### config.mk
export PLATFORM = sky130hd
export DESIGN_NAME = wpsc_cell
export DESIGN_NICKNAME = d
export VERILOG_FILES = /design/src/rtl/core/wpsc_pkg.sv /design/src/rtl/core/wpsc_cell.sv
export SDC_FILE = /design/constraint.sdc
export NUM_CORES = 1
export LEC_CHECK = 0
export ABC_CLOCK_PERIOD_IN_PS = 4500
export BUFFER_PORTS_ARGS = -buffer_cell sky130_fd_sc_hd__buf_4
export CORE_MARGIN = 3
export CORE_UTILIZATION = 50
export CTS_BUF_LIST = sky130_fd_sc_hd__clkbuf_4
export DETAILED_ROUTE_END_ITERATION = 8
export GPL_TIMING_DRIVEN = 0
export PLACE_DENSITY = 0.82
export SETUP_SLACK_MARGIN = 0.2
export SYNTH_ARGS = -nofsm -noshare
export SYNTH_HDL_FRONTEND = slang
export SYNTH_SLANG_ARGS = --single-unit
export TNS_END_PERCENT = 10
### constraint.sdc
create_clock -name i_clk -period 4.5 [get_ports i_clk]
set_input_delay 0.675 -clock i_clk [delete_from_list [all_inputs] [get_ports i_clk]]
set_output_delay 0.675 -clock i_clk [all_outputs]
set_load 0.05 [all_outputs]
### src/rtl/core/wpsc_pkg.sv
// Shared types and constants of the window pair-sum checker.
// Used by wpsc_cell, window_pair_sum_checker and the testbench; depends on nothing else.
`timescale 1ns / 1ps
`default_nettype none

package wpsc_pkg;

    localparam int VALUE_W        = 64;
    localparam int CFG_W          = 5;
    localparam int MIN_WINDOW     = 2;
    localparam int MAX_WINDOW_DEF = 25;
    localparam int WINDOW_RESET   = 25;

    typedef enum logic [1:0] {
        ST_IDLE,
        ST_SCAN,
        ST_DONE
    } t_state;

    // Per-cycle commands broadcast to every cell of the chain
    typedef struct packed {
        logic insert;   // shift the stored values one cell up
        logic load;     // start a scan: take neighbor value, clear hit
        logic scan;     // compare, then shift the rotating copy down
    } t_cell_ctrl;

endpackage

`default_nettype wire

### src/rtl/core/wpsc_cell.sv
// One cell of the window chain: a stored value, a rotating copy and a hit flag.
// Depends on wpsc_pkg for the value width and the control struct.
`timescale 1ns / 1ps
`default_nettype none

module wpsc_cell
    import wpsc_pkg::*;
(
    input  wire logic               i_clk,
    input  wire logic               i_rst_n,
    input  wire t_cell_ctrl         i_ctrl,
    input  wire logic [VALUE_W-1:0] i_target,
    input  wire logic [VALUE_W-1:0] i_prev_value,
    input  wire logic [VALUE_W-1:0] i_next_value,
    input  wire logic               i_load_vld,
    input  wire logic [VALUE_W-1:0] i_next_rot,
    input  wire logic               i_next_rot_vld,
    output logic [VALUE_W-1:0]      o_value,
    output logic [VALUE_W-1:0]      o_rot,
    output logic                    o_rot_vld,
    output logic                    o_hit
);

    logic [VALUE_W-1:0] r_value;
    logic [VALUE_W-1:0] r_rot;
    logic               r_rot_vld;
    logic               r_hit;
    logic [VALUE_W-1:0] pair_sum;
    logic               match;

    // Sum wraps modulo 2^64 by width
    assign pair_sum = r_value + r_rot;
    assign match    = r_rot_vld && (pair_sum == i_target);

    always_ff @(posedge i_clk) begin
        if (i_ctrl.insert) begin
            r_value <= i_prev_value;
        end
        if (i_ctrl.load) begin
            r_rot <= i_next_value;
        end else if (i_ctrl.scan) begin
            r_rot <= i_next_rot;
        end
    end

    always_ff @(posedge i_clk) begin
        if (!i_rst_n) begin
            r_rot_vld <= 1'b0;
            r_hit     <= 1'b0;
        end else if (i_ctrl.load) begin
            r_rot_vld <= i_load_vld;
            r_hit     <= 1'b0;
        end else if (i_ctrl.scan) begin
            r_rot_vld <= i_next_rot_vld;
            if (match) begin
                r_hit <= 1'b1;
            end
        end
    end

    assign o_value   = r_value;
    assign o_rot     = r_rot;
    assign o_rot_vld = r_rot_vld;
    assign o_hit     = r_hit;

endmodule

`default_nettype wire

==> results of run 1 <==
==> repair_timing <==
action,CTS,global route
buffers inserted,0,1
setup endpoints to repair,1,1
pin swaps,0,2
hold buffers,0,0
cloned,0,0
gates resized for setup,3,12
==> cell families (layout without fill, tap and decap cells) <==
kind of cell | Yosys count | count (layout)
and+or+nand+nor | 380 | 380
AOI/OAI and AO/OA | 331 | 331
DFF | 130 | 130
xor gates and xnor gates | 80 | 80
muxes | 77 | 77
adders and majority gates | 64 | 64
buffers and inverters | 50 | 474
other | 0 | 3
==> critical path: cells and delay by family, from the launching register on <==
family	cells	cell delay, ps
AOI/OAI and AO/OA	4	1160
adders and majority gates	1	410
DFF	1	460
and+or+nand+nor	7	2170
==> through the flow <==
stage	cells	cell area [µm²]	total power, mW
final	1809	14300	5.26
after global placement	1773	13900	4.29
after global routing	1808	14300	5.47
after CTS	1805	14200	5.14
after detailed placement	1773	13900	4.33
after floorplan	1112	10700	3.35
==> flip-flops by register name, summed over array words and instances (netlist names) <==
| signal | cells |
|---|---|
| o_hit | 1 |
| o_rot | 64 |
| o_rot_vld | 1 |
| o_value | 64 |
==> cell type report <==
cell class                 instances  area [µm²]  area share (%)
clock buffer                      18         135           0.945
timing repair buffer             392        2940            20.6
sequential                       130        3880            27.2
tap                              270         338            2.36
clock inverter                    14         139           0.971
multi-input combinational        932        6610            46.2
buffer                            42         214            1.50
antenna                            3        7.51          0.0525
inverter                           8        30.0           0.210
==> worst min path at each step <==
stage	to	depth (start not counted)
2_1_floorplan	o_hit	2
3_3_place_gp	o_hit	2
3_5_place_dp	o_hit	2
6_report	o_value[1]	1
5_1_grt	o_value[13]	1
4_1_cts	o_value[0]	1
==> per-layer routing <==
metal / global-route usage [%] / vias up / routed length (µm)
met5: 0 / - / 0
met4: 12.3 / 0 / 1660
met3: 7.57 / 109 / 4660
met2: 62.3 / 832 / 21800
met1: 49.5 / 5610 / 17900
li1: - / 5146 / -
==> power breakdown <==
group,switching [mW],internal [mW]
registers,0.0784,1.46
logic,1.91,0.980
clock network,0.571,0.255
total,2.56,2.70
==> cell usage in the layout (no fill, tap or decap), types with 8 or more instances in the layout <==
master,n
sky130_fd_sc_hd__buf_2,24
sky130_fd_sc_hd__mux2i_1,10
sky130_fd_sc_hd__nand4_1,43
sky130_fd_sc_hd__o21ai_2,8
sky130_fd_sc_hd__mux2_2,66
sky130_fd_sc_hd__and2_1,8
sky130_fd_sc_hd__nor2b_1,9
sky130_fd_sc_hd__inv_1,8
sky130_fd_sc_hd__o21ai_1,17
sky130_fd_sc_hd__xnor2_1,54
sky130_fd_sc_hd__edfxtp_1,128
sky130_fd_sc_hd__xor2_1,26
sky130_fd_sc_hd__o211ai_1,16
sky130_fd_sc_hd__nand3_1,26
sky130_fd_sc_hd__nand2_1,103
sky130_fd_sc_hd__o21a_1,14
sky130_fd_sc_hd__clkbuf_4,18
sky130_fd_sc_hd__o21ai_0,58
sky130_fd_sc_hd__a21o_1,12
sky130_fd_sc_hd__buf_4,399
sky130_fd_sc_hd__ha_1,63
sky130_fd_sc_hd__nor3_1,30
sky130_fd_sc_hd__nor2_1,98
sky130_fd_sc_hd__nor4_1,14
sky130_fd_sc_hd__a21oi_1,84
sky130_fd_sc_hd__a211oi_1,13
==> summary.txt, run 1 <==
Timing
  • Tcrit/Tclk final: 94.5%
  • Relative max-transition margin: 21.1%
  • Setup Skew: 15.2 ps
  • Number of pins with negative max-slew slack in the final report: 0
  • Peak clock frequency supported by timing: 235 MHz
  • Actual slew at the worst max-slew pin: 1170 ps
  • Unrepaired setup endpoints after global routing: false
  • Crit path time final: 4250 ps
  • Setup WS post-layout: 248 ps
  • Final Hold Violating Endpoints: 0
  • Setup TNS: 0 ps
  • Worst hold-check slack: 240 ps
  • Final-report setup violation count: 0

Route
  • Post-route ant nets: 0
  • Average detailed-routed wire length per instance: 25.5 µm
  • Detailed-route via count: 11697
  • Number of design-rule violations left by the first detailed-router iteration: 1254
  • Router iterations before antenna repair: 6
  • Number of vias per cell: 6.47
  • # DRC: 0
  • Total wire length: 46.1 mm

Clock network
  • Clock root cell: sky130_fd_sc_hd__clkbuf_4
  • CTS tree: done
  • Clock transition at the registers of the reported paths: 160 ps
  • Maximum count of clock buffers along a single path: 2
  • Clk sink count: 130
  • CTS Buf Count: 17
  • Number of H-tree branching levels: 4
  • Insertion delay of the later-clocked pin in the worst-skew pair: 590 ps

Synthesis
  • Biggest area consumer among synthesized cells: sky130_fd_sc_hd__edfxtp_1
  • Total of flip-flops plus latches after synthesis: 130
  • Synthesized area: 10700 µm²
  • Net count after synthesis: 1439
  • Proportion of synthesized flip-flops having asynchronous set or reset: 0%
  • Number of enable-type register cells in the synthesized netlist: 128
  • Top cell types by occurrence after synthesis: sky130_fd_sc_hd__edfxtp_1 (128), sky130_fd_sc_hd__nand2_1 (103), sky130_fd_sc_hd__nor2_1 (98)
  • Synth Area in Adders: 7.59%
  • Synth warnings: 0
  • Mean post-synth cell area: 9.58 µm²
  • Proportion of netlist area held by the largest area contributor: 36.1%
  • Number of distinct library cells after synthesis: 89
  • Complex-gate fraction of the synthesized area: 21.3%
  • Parity-gate share of the synthesized area counting xor and xnor cells: 6.58%
  • Combinational family with the most area after synthesis: compound AO/OA/AOI/OAI gates
  • Proportion of synthesized chip area in sequential cells: 36.5%
  • Number of cells produced by synthesis: 1112
  • Top cells by area in the synthesized netlist: sky130_fd_sc_hd__edfxtp_1 (36%), sky130_fd_sc_hd__ha_1 (7.4%), sky130_fd_sc_hd__mux2_2 (7.0%)
  • Share of cell area taken by muxes after synthesis: 8.02%
  • Synth Area in Simple Gates: 17.8%
  • Dominant cell by count in the synthesized netlist: sky130_fd_sc_hd__edfxtp_1
  • Top_reg_cell synth: sky130_fd_sc_hd__edfxtp_1

Setup path
  • CP startpoint kind: register
  • Worst path required time: 5030 ps
  • Delay of the slowest cell on the worst path: 590 ps
  • Origin of the worst setup path: o_value[10]
  • Worst Setup EP: o_hit
  • Startpoint of the most critical register-to-register path: o_value[10]
  • Worst Path Arrival: 4780 ps
  • Critical path's most frequent cell: sky130_fd_sc_hd__nand2_1
  • Worst setup slack for register-to-register paths: 250 ps
  • Biggest fanout along the worst timing path: 4
  • Type of the worst setup path: register to register
  • Cells along the critical path: ha_1, nand2_1, o21ai_0, a21oi_2, nor3_2, o21bai_1, a2bb2oi_1, nand4bb_1, or4_1, nor4_4, nand4_1, nand2_1
  • Kind of end point of the critical path: register
  • Reg2reg end: o_hit
  • Slowest stage cell on the critical path: sky130_fd_sc_hd__or4_1
  • FF-to-FF path depth: 12

Floorplan
  • Die outline height: 152 µm
  • I/O pins: 393
  • Effective utilization at floorplan: 51.8%
  • Die width: 152 µm
  • CORE AREA: 20600 µm²
  • Total die area: 23100 µm²
  • Placement row count: 52

Hold path
  • Hold_sp: i_prev_value[1]
  • Worst min path class: input pin to register

Global route
  • Overall global routing resource usage: 37.6%
  • Vias in the first global route: 11413
  • Overall overflow remaining after global route: 0
  • First-pass GRT wire length: 67.7 mm
  • Number of antenna violations at the first check in global routing: 1
  • Largest net degree at the start of global routing: 65

Placed design
  • Number of port buffers: 391
  • Half-perimeter wire length after placement: 38.0 mm
  • Setup slack after placement: 152 ps
  • Last weighted congestion value of the routability-driven placer: 1.01

Cells and area
  • P&R area growth vs syn: 34.2%
  • Number of fillers in the final layout: 1580
  • Fraction of final layout cells sized beyond drive strength 1: 37.5%
  • Final net count: 1850
  • Utilization after layout: 69.5%

Power
  • Lkg Pwr: 5.82 nW
  • Pwr dens: 368 nW/µm²
  • Worst IR drop on VDD: 0.252 mV

Outcome
  • Status: completed

Run
  • Max capacitance violation total: 0
Power figures use the tool's default switching activity.
==> run 2, diff against run 1 <==
Settings changed: ABC_CLOCK_PERIOD_IN_PS 4500 to 3440, CORE_UTILIZATION 50 to 47, PLACE_DENSITY 0.82 to 0.81.
Clock period 4.5 ns to 3.44 ns, I/O delays scaled along.
==> summary.txt, run 2 (synthesis gave the netlist of run 1 again) <==
Setup path
  • Startpoint of the most critical register-to-register path: o_value[54] (was o_value[10])
  • Biggest fanout along the worst timing path: 7 (was 4)
  • Top Family by Delay on Critical Path: simple AND/OR/NAND/NOR gates (unchanged)
  • Buffering stage count on the worst path with inverters included: 1 (was 0)
  • Cells along the critical path: ha_1, buf_2, nand2_1, o21ai_0, nor3_1, a211o_1, a2111oi_4, nand4_1, or4_4, nor4_4, nand4_1, nand2_1 (was ha_1, nand2_1, o21ai_0, a21oi_2, nor3_2, o21bai_1, a2bb2oi_1, nand4bb_1, or4_1, nor4_4, nand4_1, nand2_1)
  • Kind of end point of the critical path: register (unchanged)
  • Type of the worst setup path: register to register (unchanged)
  • CP startpoint kind: register (unchanged)
  • Worst path required time: 3940 ps (was 5030 ps)
  • Worst Path Arrival: 4450 ps (was 4780 ps)
  • Origin of the worst setup path: o_value[54] (was o_value[10])
  • Delay of the slowest cell on the worst path: 650 ps (was 590 ps)
  • Slowest stage cell on the critical path: sky130_fd_sc_hd__o21ai_0 (was sky130_fd_sc_hd__or4_1)

Cells and area
  • Utilization after layout: 66.3% (was 69.5%)
  • Top library cells by usage in the layout, fill and taps aside: sky130_fd_sc_hd__buf_4 (409), sky130_fd_sc_hd__edfxtp_1 (128), sky130_fd_sc_hd__nand2_1 (103) (was sky130_fd_sc_hd__buf_4 (399), sky130_fd_sc_hd__edfxtp_1 (128), sky130_fd_sc_hd__nand2_1 (103))
  • Final net count: 1861 (was 1850)
  • Final standard cell area without fillers: 14600 µm² (was 14300 µm²)
  • Fraction of final layout cells sized beyond drive strength 1: 39.9% (was 37.5%)
  • Most frequent standard cell in the layout excluding fill and tap cells: sky130_fd_sc_hd__buf_4 (unchanged)
  • P&R area growth vs syn: 37.1% (was 34.2%)

Global route
  • First-pass GRT wire length: 65.7 mm (was 67.7 mm)
  • Number of antenna violations at the first check in global routing: 3 (was 1)
  • Vias in the first global route: 11131 (was 11413)
  • Overall overflow remaining after global route: 0 (unchanged)
  • Largest net degree at the start of global routing: 65 (unchanged)
  • Overall global routing resource usage: 35.5% (was 37.6%)

Floorplan
  • Effective utilization at floorplan: 48.4% (was 51.8%)
  • I/O pins: 393 (unchanged)
  • Die width: 157 µm (was 152 µm)
  • Total die area: 24500 µm² (was 23100 µm²)
  • CORE AREA: 22000 µm² (was 20600 µm²)
  • Die outline height: 157 µm (was 152 µm)
  • Placement row count: 54 (was 52)

Timing
  • Tcrit/Tclk final: 115% (was 94.5%)
  • Setup WS post-layout: -510 ps (was 248 ps)
  • Crit path time final: 3950 ps (was 4250 ps)
  • Relative max-transition margin: 35.4% (was 21.1%)
  • Actual slew at the worst max-slew pin: 970 ps (was 1170 ps)
  • Worst hold-check slack: 92.4 ps (was 240 ps)
  • Peak clock frequency supported by timing: 253 MHz (was 235 MHz)
  • Final Hold Violating Endpoints: 0 (unchanged)
  • Setup Skew: 28.6 ps (was 15.2 ps)
  • Final-report setup violation count: 1 (was 0)
  • Number of pins with negative max-slew slack in the final report: 0 (unchanged)
  • Unrepaired setup endpoints after global routing: true (was false)

Placed design
  • Setup slack after placement: -899 ps (was 152 ps)
  • Last weighted congestion value of the routability-driven placer: 0.989 (was 1.01)
  • Placed standard-cell area: 14000 µm² (was 13900 µm²)
  • Half-perimeter wire length after placement: 37.5 mm (was 38.0 mm)
  • Number of port buffers: 391 (unchanged)

Clock network
  • Clock root cell: sky130_fd_sc_hd__clkbuf_4 (unchanged)
  • Clk sink count: 130 (unchanged)
  • Insertion delay of the later-clocked pin in the worst-skew pair: 580 ps (was 590 ps)
  • CTS tree: done (unchanged)
  • Post-cts hold buffer count: 0 (unchanged)
  • CTS Buf Count: 17 (unchanged)
  • Number of H-tree branching levels: 4 (unchanged)
  • Clock transition at the registers of the reported paths: 160 ps (about the same)
  • Maximum count of clock buffers along a single path: 2 (unchanged)

Power
  • Lkg Pwr: 5.91 nW (was 5.82 nW)
  • Switching Share: 48.3% (was 48.7%)
  • Net switching power: 3.41 mW (was 2.56 mW)
  • Overall power after layout: 7.06 mW (was 5.26 mW)
  • Pwr dens: 483 nW/µm² (was 368 nW/µm²)
  • Part of the total power dissipated in the clock network: 16.1% (was 15.7%)
  • Worst IR drop on VDD: 0.353 mV (was 0.252 mV)
  • Internal power consumption: 3.65 mW (was 2.70 mW)
  • Part of the total power dissipated in sequential elements: 28.5% (was 29.3%)
  • Share of total power in combinational logic: 55.3% (was 55.0%)

Outcome
  • Status: finished with violations (was completed)
  • Violated checks: negative setup slack

Route
  • Detailed-route via count: 11480 (was 11697)
  • # DRC: 0 (unchanged)
  • Total wire length: 45.7 mm (was 46.1 mm)
  • Post-route ant nets: 0 (unchanged)
  • Number of vias per cell: 6.28 (was 6.47)
  • Number of design-rule violations left by the first detailed-router iteration: 1286 (was 1254)
  • Router iterations before antenna repair: 8 (was 6)
  • Average detailed-routed wire length per instance: 25.0 µm (was 25.5 µm)

Hold path
  • Worst min path class: input pin to register (unchanged)
  • Hold_sp: i_prev_value[15] (was i_prev_value[1])

Run
  • Max capacitance violation total: 0 (unchanged)
## run 2: cell count changes in the layout (fill, tap and decap cells not counted), moves of 3 or more
cell,delta
sky130_fd_sc_hd__a2111oi_0,-4
sky130_fd_sc_hd__a21oi_1,-8
sky130_fd_sc_hd__a21oi_2,+6
sky130_fd_sc_hd__buf_4,+10
sky130_fd_sc_hd__clkinvlp_4,+3
sky130_fd_sc_hd__nor3_4,+3
sky130_fd_sc_hd__nor4_1,-5
sky130_fd_sc_hd__nor4_2,+5
sky130_fd_sc_hd__o21ai_0,-7
sky130_fd_sc_hd__o21ai_2,+5
## run 2: per-layer routing
metal	part of all wire, %	GRT usage (%)	up-vias
li1	-	-	5157
met1	39	46.2	5489
met2	48	59.5	751
met3	11	9.10	79
met4	2.4	8.71	4
met5	0.059	0	-
## run 2: power by group through the flow
stage / combinational, mW / sequential, mW / clock (mW)
global route: 4.10 / 2.03 / 1.20
global placement: 3.59 / 2.05 / 0
finish: 3.90 / 2.01 / 1.14
detailed placement: 3.62 / 2.05 / 0
floorplan: 1.84 / 2.54 / 0
CTS: 3.74 / 2.01 / 1.14
## run 2: cell type report
| type | instances | area (µm²) |
|---|---|---|
| fillers | 1809 | 7420 |
| multi-input cells | 933 | 6830 |
| flip-flops and latches | 130 | 3880 |
| repair buffers | 402 | 3020 |
| well taps | 280 | 350 |
| plain buffers | 42 | 218 |
| clock inverters | 14 | 146 |
| clock buffers | 18 | 135 |
| inverters | 8 | 30.0 |
| diodes | 1 | 2.50 |
## run 2: worst paths after layout
path	slack, ps	cells past startpoint	to
worst max-delay path	-510	12	o_hit
worst min-delay path	90	1	o_value[15]
worst max register to register	-510	12	o_hit
worst min register to register	480	2	o_hit
## run 2: repair_timing
item,CTS,global route
buffers inserted,10,1
pin swaps,12,6
endpoints found under the setup margin,1,65
cloned,0,1
resized for setup,35,31
## run 2: stage by stage
step / instances / TNS (ps)
detailed placement: 1783 / -24900
finish: 1828 / -510
floorplan: 1112 / 0
global route: 1828 / -584
CTS: 1825 / -380
global placement: 1783 / -49860
